`config.mk`:
```
export PLATFORM = sky130hd
export DESIGN_NAME = utf8_to_hangul_pair_decoder
export DESIGN_NICKNAME = d
export VERILOG_FILES = /design/src/u8h_pkg.sv /design/src/utf8_to_hangul_pair_decoder.sv /design/src/u8h_front.sv /design/src/u8h_queue.sv /design/src/u8h_back.sv
export SDC_FILE = /design/constraint.sdc
export NUM_CORES = 1
export LEC_CHECK = 0
export BUFFER_PORTS_ARGS = -buffer_cell sky130_fd_sc_hd__buf_2
export CORE_MARGIN = 4
export CORE_UTILIZATION = 30
export DETAILED_ROUTE_END_ITERATION = 10
export MAX_ROUTING_LAYER = met4
export PLACE_DENSITY_LB_ADDON = 0.25
export SYNTH_ARGS = -nofsm -noshare
export SYNTH_HDL_FRONTEND = slang
export SYNTH_SLANG_ARGS = --single-unit
```
`constraint.sdc`:
```
create_clock -name clk -period 5.5 [get_ports clk]
set_input_delay 0 -clock clk [delete_from_list [all_inputs] [get_ports clk]]
set_output_delay 0 -clock clk [all_outputs]
set_load 0.01 [all_outputs]
```
`src/u8h_pkg.sv`:
```
// shared types, codes and constants of the utf-8 to hangul pair decoder
`timescale 1ns / 1ps

package u8h_pkg;

	// result status codes
	localparam logic [2:0] ST_OK          = 3'd0;
	localparam logic [2:0] ST_BAD_LEAD    = 3'd1;
	localparam logic [2:0] ST_BAD_CONT    = 3'd2;
	localparam logic [2:0] ST_TRUNC       = 3'd3;
	localparam logic [2:0] ST_UNSUPPORTED = 3'd4;

	// input kind carried on tuser
	localparam logic FUNC_DATA = 1'b0;
	localparam logic FUNC_EOS  = 1'b1;

	// source modes
	localparam logic MODE_UTF8 = 1'b0;
	localparam logic MODE_RAW  = 1'b1;

	// code point ranges and offsets
	localparam logic [20:0] CP_BOM        = 21'h00FEFF;
	localparam logic [20:0] CP_JAMO_LO    = 21'h001100;
	localparam logic [20:0] CP_JAMO_HI    = 21'h0011FF;
	localparam logic [20:0] CP_SYL_LO     = 21'h00AC00;
	localparam logic [20:0] CP_SYL_HI     = 21'h00D7A3;
	localparam logic [15:0] JAMO_ADD      = 16'h3000;  // same as minus 0xD000 modulo 2^16
	localparam logic [15:0] SYL_SUB       = 16'h6000;

	// ascii handling
	localparam logic [7:0] BYTE_CR      = 8'h0D;
	localparam logic [7:0] BYTE_LF      = 8'h0A;
	localparam logic [7:0] BYTE_SPACE   = 8'h20;
	localparam logic [7:0] BYTE_HIGHBIT = 8'h80;

	// default depth of the queue between front and back
	localparam int QUEUE_DEPTH_DEFAULT = 4;

	// one queued action: a single result or a pair of ok bytes
	typedef struct packed {
		logic       pair;    // two results: b0 then b1
		logic [7:0] b0;      // high byte of a pair
		logic [7:0] b1;      // low byte of a pair, or the single byte
		logic [2:0] status;  // status of a single result
	} entry_t;

endpackage

```
`src/utf8_to_hangul_pair_decoder.sv`:
```
// top level of the utf-8 to hangul pair decoder
`timescale 1ns / 1ps

// Byte stream in on the s_ side: tdata is the byte, tuser is 0 for a data byte
// and 1 for end of stream. Display bytes out on the m_ side: tdata is the byte,
// tuser the status (0 ok, 1 bad lead, 2 bad continuation, 3 truncated,
// 4 unsupported), tlast marks the final result caused by one input byte.
// The cfg channel writes source_mode (0 decode utf-8, 1 raw passthrough);
// write it only while the block is idle. cfg_ready is always high.
// One input byte is taken per cycle while the queue is not full. A byte is
// decoded at the edge that takes it; its action enters a small queue and
// from there the output register, which drives m_tvalid. A jamo or syllable gives
// two results, so the output register, one result per cycle while m_tready
// is high, sets the sustained rate. When the receiver stalls, the output
// register holds and the queue fills; s_tready drops only once it is full.
// After an error result the block halts and drops all input until reset.
// Reset clears the sequence state, the halt flag, the queue and source_mode.

module utf8_to_hangul_pair_decoder
	import u8h_pkg::*;
#(
	parameter int QUEUE_DEPTH = QUEUE_DEPTH_DEFAULT
) (
	input  logic       clk,
	input  logic       arst_n,
	input  logic       s_tvalid,
	output logic       s_tready,
	input  logic [7:0] s_tdata,   // [7:0] in_byte
	input  logic       s_tuser,   // [0] func
	output logic       m_tvalid,
	input  logic       m_tready,
	output logic [7:0] m_tdata,   // [7:0] out_byte
	output logic [2:0] m_tuser,   // [2:0] status
	output logic       m_tlast,
	input  logic       cfg_valid,
	output logic       cfg_ready,
	input  logic       cfg_data
);

	logic   push;
	entry_t push_entry;
	logic   pop;
	entry_t head;
	logic   full;
	logic   empty;

	assign cfg_ready = 1'b1;

	// decode and classify
	u8h_front u_front (
		.clk        (clk),
		.arst_n     (arst_n),
		.cfg_we     (cfg_valid && cfg_ready),
		.cfg_mode   (cfg_data),
		.in_valid   (s_tvalid),
		.in_ready   (s_tready),
		.func       (s_tuser),
		.in_byte    (s_tdata),
		.push       (push),
		.push_entry (push_entry),
		.queue_full (full)
	);

	// action queue
	u8h_queue #(
		.DEPTH (QUEUE_DEPTH)
	) u_queue (
		.clk        (clk),
		.arst_n     (arst_n),
		.push       (push),
		.push_entry (push_entry),
		.pop        (pop),
		.head       (head),
		.full       (full),
		.empty      (empty)
	);

	// result emitter
	u8h_back u_back (
		.clk       (clk),
		.arst_n    (arst_n),
		.head      (head),
		.empty     (empty),
		.pop       (pop),
		.out_valid (m_tvalid),
		.out_ready (m_tready),
		.out_byte  (m_tdata),
		.status    (m_tuser),
		.last      (m_tlast)
	);

endmodule

```
`src/u8h_front.sv`:
```
// front part: accepts bytes, tracks utf-8 sequence state and queues actions
`timescale 1ns / 1ps

module u8h_front
	import u8h_pkg::*;
(
	input  logic        clk,
	input  logic        arst_n,
	input  logic        cfg_we,
	input  logic        cfg_mode,
	input  logic        in_valid,
	output logic        in_ready,
	input  logic        func,
	input  logic [7:0]  in_byte,
	output logic        push,
	output entry_t      push_entry,
	input  logic        queue_full
);

	logic        source_mode_q;
	logic [1:0]  bytes_remaining_q;
	logic [20:0] code_acc_q;
	logic        halted_q;

	logic [1:0]  bytes_remaining_d;
	logic [20:0] code_acc_d;
	logic        halted_d;
	logic        push_c;
	logic [20:0] cp;
	logic        accept;

	assign in_ready = !queue_full;
	assign accept   = in_valid && in_ready;
	assign cp       = {code_acc_q[14:0], in_byte[5:0]};

	// next state and action for one byte
	always_comb begin
		bytes_remaining_d = bytes_remaining_q;
		code_acc_d        = code_acc_q;
		halted_d          = halted_q;
		push_c            = 1'b0;
		push_entry        = '0;
		if (!halted_q) begin
			if (func == FUNC_EOS) begin
				if (bytes_remaining_q != 2'd0) begin
					halted_d          = 1'b1;
					bytes_remaining_d = 2'd0;
					push_c            = 1'b1;
					push_entry.status = ST_TRUNC;
				end
			end else if (source_mode_q == MODE_RAW) begin
				bytes_remaining_d = 2'd0;
				push_c            = 1'b1;
				push_entry.b1     = in_byte;
				push_entry.status = ST_OK;
			end else if (bytes_remaining_q == 2'd0) begin
				priority if (in_byte[7] == 1'b0) begin
					if (in_byte == BYTE_CR || in_byte == BYTE_LF) begin
						push_c        = 1'b1;
						push_entry.b1 = in_byte;
					end else if (in_byte >= BYTE_SPACE) begin
						push_c        = 1'b1;
						push_entry.b1 = in_byte | BYTE_HIGHBIT;
					end
				end else if (in_byte[7:5] == 3'b110) begin
					bytes_remaining_d = 2'd1;
					code_acc_d        = {16'd0, in_byte[4:0]};
				end else if (in_byte[7:4] == 4'b1110) begin
					bytes_remaining_d = 2'd2;
					code_acc_d        = {17'd0, in_byte[3:0]};
				end else if (in_byte[7:3] == 5'b11110) begin
					bytes_remaining_d = 2'd3;
					code_acc_d        = {18'd0, in_byte[2:0]};
				end else begin
					halted_d          = 1'b1;
					push_c            = 1'b1;
					push_entry.status = ST_BAD_LEAD;
				end
			end else if (in_byte[7:6] != 2'b10) begin
				halted_d          = 1'b1;
				bytes_remaining_d = 2'd0;
				push_c            = 1'b1;
				push_entry.status = ST_BAD_CONT;
			end else begin
				code_acc_d        = cp;
				bytes_remaining_d = bytes_remaining_q - 2'd1;
				if (bytes_remaining_q == 2'd1) begin
					priority if (cp == CP_BOM) begin
						push_c = 1'b0;
					end else if (cp >= CP_JAMO_LO && cp <= CP_JAMO_HI) begin
						push_c          = 1'b1;
						push_entry.pair = 1'b1;
						{push_entry.b0, push_entry.b1} = cp[15:0] + JAMO_ADD;
					end else if (cp >= CP_SYL_LO && cp <= CP_SYL_HI) begin
						push_c          = 1'b1;
						push_entry.pair = 1'b1;
						{push_entry.b0, push_entry.b1} = cp[15:0] - SYL_SUB;
					end else begin
						halted_d          = 1'b1;
						push_c            = 1'b1;
						push_entry.status = ST_UNSUPPORTED;
					end
				end
			end
		end
	end

	assign push = accept && push_c;

	// mode register, to be written while idle; the block does not enforce this
	always_ff @(posedge clk or negedge arst_n) begin
		if (!arst_n) begin
			source_mode_q <= MODE_UTF8;
		end else if (cfg_we) begin
			source_mode_q <= cfg_mode;
		end
	end

	// sequence state, updated on each accepted transfer
	always_ff @(posedge clk or negedge arst_n) begin
		if (!arst_n) begin
			bytes_remaining_q <= 2'd0;
			code_acc_q        <= '0;
			halted_q          <= 1'b0;
		end else if (accept) begin
			bytes_remaining_q <= bytes_remaining_d;
			code_acc_q        <= code_acc_d;
			halted_q          <= halted_d;
		end
	end

endmodule

```
`src/u8h_queue.sv`:
```
// short register queue of actions between front and back
`timescale 1ns / 1ps

module u8h_queue
	import u8h_pkg::*;
#(
	parameter int DEPTH = QUEUE_DEPTH_DEFAULT
) (
	input  logic   clk,
	input  logic   arst_n,
	input  logic   push,
	input  entry_t push_entry,
	input  logic   pop,
	output entry_t head,
	output logic   full,
	output logic   empty
);

	localparam int PtrW = (DEPTH > 1) ? $clog2(DEPTH) : 1;
	localparam int CntW = $clog2(DEPTH + 1);

	entry_t            mem_q [DEPTH];
	logic [PtrW-1:0]   wr_ptr_q;
	logic [PtrW-1:0]   rd_ptr_q;
	logic [CntW-1:0]   count_q;

	assign full  = (count_q == CntW'(DEPTH));
	assign empty = (count_q == '0);
	assign head  = mem_q[rd_ptr_q];

	// pointers and fill count
	always_ff @(posedge clk or negedge arst_n) begin
		if (!arst_n) begin
			wr_ptr_q <= '0;
			rd_ptr_q <= '0;
			count_q  <= '0;
		end else begin
			if (push) begin
				wr_ptr_q <= (wr_ptr_q == PtrW'(DEPTH - 1)) ? '0 : wr_ptr_q + 1'b1;
			end
			if (pop) begin
				rd_ptr_q <= (rd_ptr_q == PtrW'(DEPTH - 1)) ? '0 : rd_ptr_q + 1'b1;
			end
			if (push && !pop) begin
				count_q <= count_q + 1'b1;
			end else if (pop && !push) begin
				count_q <= count_q - 1'b1;
			end
		end
	end

	// entry storage
	always_ff @(posedge clk) begin
		if (push) begin
			mem_q[wr_ptr_q] <= push_entry;
		end
	end

	// no push into a full queue
	a_no_overflow: assert property (@(posedge clk) disable iff (!arst_n) !(push && full))
		else $error("queue push while full");

	// no pop from an empty queue
	a_no_underflow: assert property (@(posedge clk) disable iff (!arst_n) !(pop && empty))
		else $error("queue pop while empty");

	// a lone push raises the fill count by one
	a_count_step: assert property (@(posedge clk) disable iff (!arst_n)
		(push && !pop) |=> (count_q == $past(count_q) + 1'b1))
		else $error("queue count did not follow push");

endmodule

```
`src/u8h_back.sv`:
```
// back part: turns queued actions into result transfers through an output register
`timescale 1ns / 1ps

module u8h_back
	import u8h_pkg::*;
(
	input  logic       clk,
	input  logic       arst_n,
	input  entry_t     head,
	input  logic       empty,
	output logic       pop,
	output logic       out_valid,
	input  logic       out_ready,
	output logic [7:0] out_byte,
	output logic [2:0] status,
	output logic       last
);

	logic       out_valid_q;
	logic [7:0] out_byte_q;
	logic [2:0] status_q;
	logic       last_q;
	logic       pending_q;
	logic [7:0] pend_byte_q;
	logic       advance;

	assign advance   = !out_valid_q || out_ready;
	assign pop       = advance && !pending_q && !empty;
	assign out_valid = out_valid_q;
	assign out_byte  = out_byte_q;
	assign status    = status_q;
	assign last      = last_q;

	// output register control
	always_ff @(posedge clk or negedge arst_n) begin
		if (!arst_n) begin
			out_valid_q <= 1'b0;
			pending_q   <= 1'b0;
		end else if (advance) begin
			if (pending_q) begin
				out_valid_q <= 1'b1;
				pending_q   <= 1'b0;
			end else begin
				out_valid_q <= !empty;
				pending_q   <= !empty && head.pair;
			end
		end
	end

	// output payload
	always_ff @(posedge clk) begin
		if (advance) begin
			if (pending_q) begin
				out_byte_q <= pend_byte_q;
				status_q   <= ST_OK;
				last_q     <= 1'b1;
			end else if (head.pair) begin
				out_byte_q  <= head.b0;
				status_q    <= ST_OK;
				last_q      <= 1'b0;
				pend_byte_q <= head.b1;
			end else begin
				out_byte_q <= head.b1;
				status_q   <= head.status;
				last_q     <= 1'b1;
			end
		end
	end

	// a second byte waits only behind a shown first byte
	a_pend_shown: assert property (@(posedge clk) disable iff (!arst_n)
		pending_q |-> (out_valid_q && !last_q))
		else $error("pending byte without a first byte shown");

	// a first byte of a pair is always followed by its low byte
	a_first_has_pend: assert property (@(posedge clk) disable iff (!arst_n)
		(out_valid_q && !last_q) |-> pending_q)
		else $error("first byte of a pair without a pending low byte");

	// error results are single and carry a zero byte
	a_err_single: assert property (@(posedge clk) disable iff (!arst_n)
		(out_valid_q && status_q != ST_OK) |-> (last_q && out_byte_q == 8'd0))
		else $error("error result not final or not zero");

endmodule
```
==> Flow_metrics.wiki <==
{| class="wikitable"
! Metric !! Value
|-
| Horiz. Die Dim || 150 µm
|-
| Total leakage power || 2.57 nW
|-
| Synth Area in Compound Gates || 11.3%
|-
| Arrival @ worst endpoint || 3060 ps
|-
| Clk Tree Root Cell || clkbuf_16
|-
| Proportion of synthesized area in mux cells || 10.9%
|-
| Sequential share of the synthesized area || 61.4%
|-
| Final worst clock skew || 10.7 ps
|-
| Die Height || 150 µm
|-
| Worst vdd ir || 212 µV
|-
| Ratio of routed vias to standard cells || 4.97
|-
| Transition time at the pin with the least slew margin || 1080 ps
|-
| Path type of the worst setup path || reg -> reg
|-
| Critical path peak fanout || 20
|-
| Max-capacitance violation count || 0
|-
| Initial antenna violation count || 0
|-
| Largest incremental delay on the critical path || 860 ps
|-
| Synthesized netlist net count || 458
|-
| Main combinational cell family by area after synthesis || compound AO/OA/AOI/OAI gates
|-
| Sequential cell area || 0.00370 mm²
|-
| Number of antenna cells inserted || 0
|-
| Gate count of the mapped netlist || 427
|-
| Setup repair bufs after CTS || 0
|-
| Core box area || 0.0197 mm²
|-
| Final wirelength || 12700 µm
|-
| Fillers || 1942
|-
| CP max stage cell || and2_1
|-
| Synth-to-Final Area Change || 18.1%
|-
| Top_reg_cell synth || edfxtp_1
|-
| Post-synthesis area per instance || 14.1 µm²
|-
| Cells along the critical path || inv_1 -> ha_1 -> nor2b_1 -> o21a_1 -> o41a_4 -> and2_1
|-
| Family with the most delay on the worst path || simple AND/OR/NAND/NOR gates
|-
| Highest metal layer with signal wires || met4
|-
| RSZ-0062 raised after global routing || false
|-
| Total setup violations reported at the end of the flow || 0
|-
| Top area cells in the synthesized netlist || edfxtp_1 (50%), dfrtp_1 (12%), mux4_2 (7.5%)
|-
| Post-synth top area share || 49.8%
|-
| CTS sink count || 128
|-
| Final HPWL DP || 8520 µm
|-
| Number of buffers created by CTS || 17
|-
| Worst Setup Start Kind || flip-flop
|-
| Post-synthesis async set-or-reset flop share || 21.9%
|-
| Yosys Warn Count || 0
|-
| Remaining number of nets flagged by the antenna check after routing || 0
|-
| Power Density || 422 mW/mm²
|-
| Post-synthesis share of cell area spent on and, or, nand and nor gates || 9.51%
|-
| Vias in the first global route || 3719
|-
| Post-route setup TNS || 0 ps
|-
| Starting density of the core || 30.7%
|-
| Routability-driven placement congestion ratio || 0.871
|-
| Layout net count || 497
|-
| Smallest hold slack || 67.8 ps
|-
| Critical Path Sink Type || flip-flop
|-
| Post-cts repair resize count || 0
|-
| Buffer and inverter count on the worst path || 1
|-
| H-tree level count || 4
|-
| Final routed DRC violation total || 0
|-
| Wirelength per Cell || 17.1 µm
|-
| Max-slew headroom || 27.9%
|-
| Achievable frequency || 331 MHz
|-
| Global-route total usage across every layer || 12.4%
|-
| Outcome || complete, no violations
|-
| Post-layout min period || 3020 ps
|-
| Clock transition at path regs || 60 ps
|-
| Post-route met1 wirelength || 6090 µm
|-
| Full die area || 0.0225 mm²
|-
| Number of I/O pins || 30
|-
| DRC marker count from the first detailed-route iteration || 296
|-
| Max-slew violation count || 0
|-
| Clock tree from TritonCTS || built
|-
| Final period util || 54.9%
|-
| Fraction of layout instances using a drive strength above 1 || 21.5%
|-
| Number of synthesized flops with an enable pin || 100
|-
| Kind of path behind the tightest hold check || in -> reg
|-
| Total of buffers placed on input and output ports || 28
|-
| Final standard cell count with taps included and fillers excluded || 744
|-
| Synthesized-area fraction occupied by xor and xnor cells || 0.580%
|-
| Row Count || 51
|-
| Overflow left after global routing || 0
|-
| Most area-hungry cell type in the Yosys netlist || edfxtp_1
|-
| Wire length of the first global-routing pass || 20600 µm
|-
| Total standard cell area after synthesis || 0.00604 mm²
|-
| Multi-input combinational cell area || 0.00216 mm²
|-
| Count of unique library cells instantiated by Yosys || 60
|-
| Largest net degree at the start of global routing || 29
|-
| Final number of hold-violating endpoints || 0
|-
| Data required, critical path || 5540 ps
|-
| Yosys reg bits || 128
|-
| Adder-cell share of the synthesized area || 3.44%
|-
| # hold bufs at CTS || 11
|-
| Final core occ || 36.3%
|-
| Number of buffers on the longest clock path || 2
|-
| Number of search-and-repair iterations in the first detailed-routing pass || 5
|-
| Worst skew pair latency || 430 ps
|-
| Dominant cell by count in the synthesized netlist || edfxtp_1
|-
| Most frequent cells after synthesis || edfxtp_1 (100), nand2_1 (32), dfrtp_1 (28)
|-
| Number of placed instances, taps included || 701
|-
| Total number of vias || 3697
|-
| Wire length on met3 || 601 µm
|-
| Met2 Routed Length || 5840 µm
|}
## report_power, final
part	switching [mW]	internal, mW
combinational	0.345	0.307
sequential	0.0756	1.17
clock	0.428	0.680
## cell type report
cell class | instances | area share (%)
Inverter | 20 | 1.05
Tap cell | 265 | 4.65
Clock buffer | 19 | 6.22
Clock inverter | 13 | 1.91
Timing Repair Buffer | 42 | 3.83
Sequential cell | 128 | 52.0
Multi-Input combinational cell | 257 | 30.4
## logic make-up after synthesis
kind of cell / count (synthesis)
fa+ha+maj: 16
buf+inv: 42
xor+xnor: 4
compound gates: 93
other cells: 1
simple gates: 104
mux: 39
flops: 128
## flip-flops by register name (all words and copies together) (netlist names)
name                       flops
u_back.last                    1
u_back.out_byte                8
u_back.out_valid               1
u_back.pend_byte_q             8
u_back.pending_q               1
u_back.status                  3
u_front.bytes_remaining_q      2
u_front.code_acc_q            15
u_front.halted_q               1
u_front.source_mode_q          1
u_queue.count_q                3
u_queue.mem_q                 80
u_queue.rd_ptr_q               2
u_queue.wr_ptr_q               2
## tightest hold or removal path, cell delays in order
cell,delay [ps]
buf_2,150
nand2_1,90
o21ai_0,80
nand2_1,70
o21ai_0,60
## worst paths after layout
| check | startpoint | endpoint | depth (start not counted) | slack, ps |
|---|---|---|---|---|
| setup / recovery | u_front.bytes_remaining_q[0] | u_queue.mem_q[2][5] | 6 | 2480 |
| hold / removal | s_tdata[7] | u_front.code_acc_q[4] | 5 | 70 |
| setup reg to reg | u_front.bytes_remaining_q[0] | u_queue.mem_q[2][5] | 6 | 2480 |
| hold reg to reg | u_front.bytes_remaining_q[1] | u_front.bytes_remaining_q[1] | 1 | 500 |
| max in group asynchronous | arst_n | u_queue.count_q[2] | 2 | 4910 |
| min in group asynchronous | arst_n | u_front.bytes_remaining_q[0] | 2 | 150 |
## routing by layer
metal  up-vias  GRT usage (%)
li1       1744              -
met1      1838           16.5
met2       100           18.2
met3        15           3.27
met4         0           4.89
met5         -              -
## through the flow
stage,setup slack (ps),power (mW),cell area (µm²)
after floorplan,2920,1.74,6040
after global placement,2560,1.92,6440
after detailed placement,2470,1.93,6440
after CTS,2450,3.04,7130
after global routing,2280,3.17,7130
final,2480,3.01,7130
## layout by cell type, fill, tap and decap left out, types with 3 or more instances in the layout
master	count
and2_1	8
nor4_1	3
dlygate4sd3_1	11
nand3_1	5
o21a_1	4
mux2_2	7
inv_1	20
ha_1	15
nand2b_1	4
nor3_1	8
inv_6	4
a22o_1	11
and3_1	3
clkbuf_16	17
nand2_1	32
dfrtp_1	28
nand4_1	5
a21oi_1	11
nor2_1	11
buf_2	28
nor2b_1	6
o211ai_1	12
buf_4	3
mux2i_1	10
a211oi_1	6
clkinv_2	5
a31oi_1	4
edfxtp_1	100
mux4_2	20
o21ai_0	24
o2111ai_1	6
Note: power is estimated with default switching activity, not from simulation.
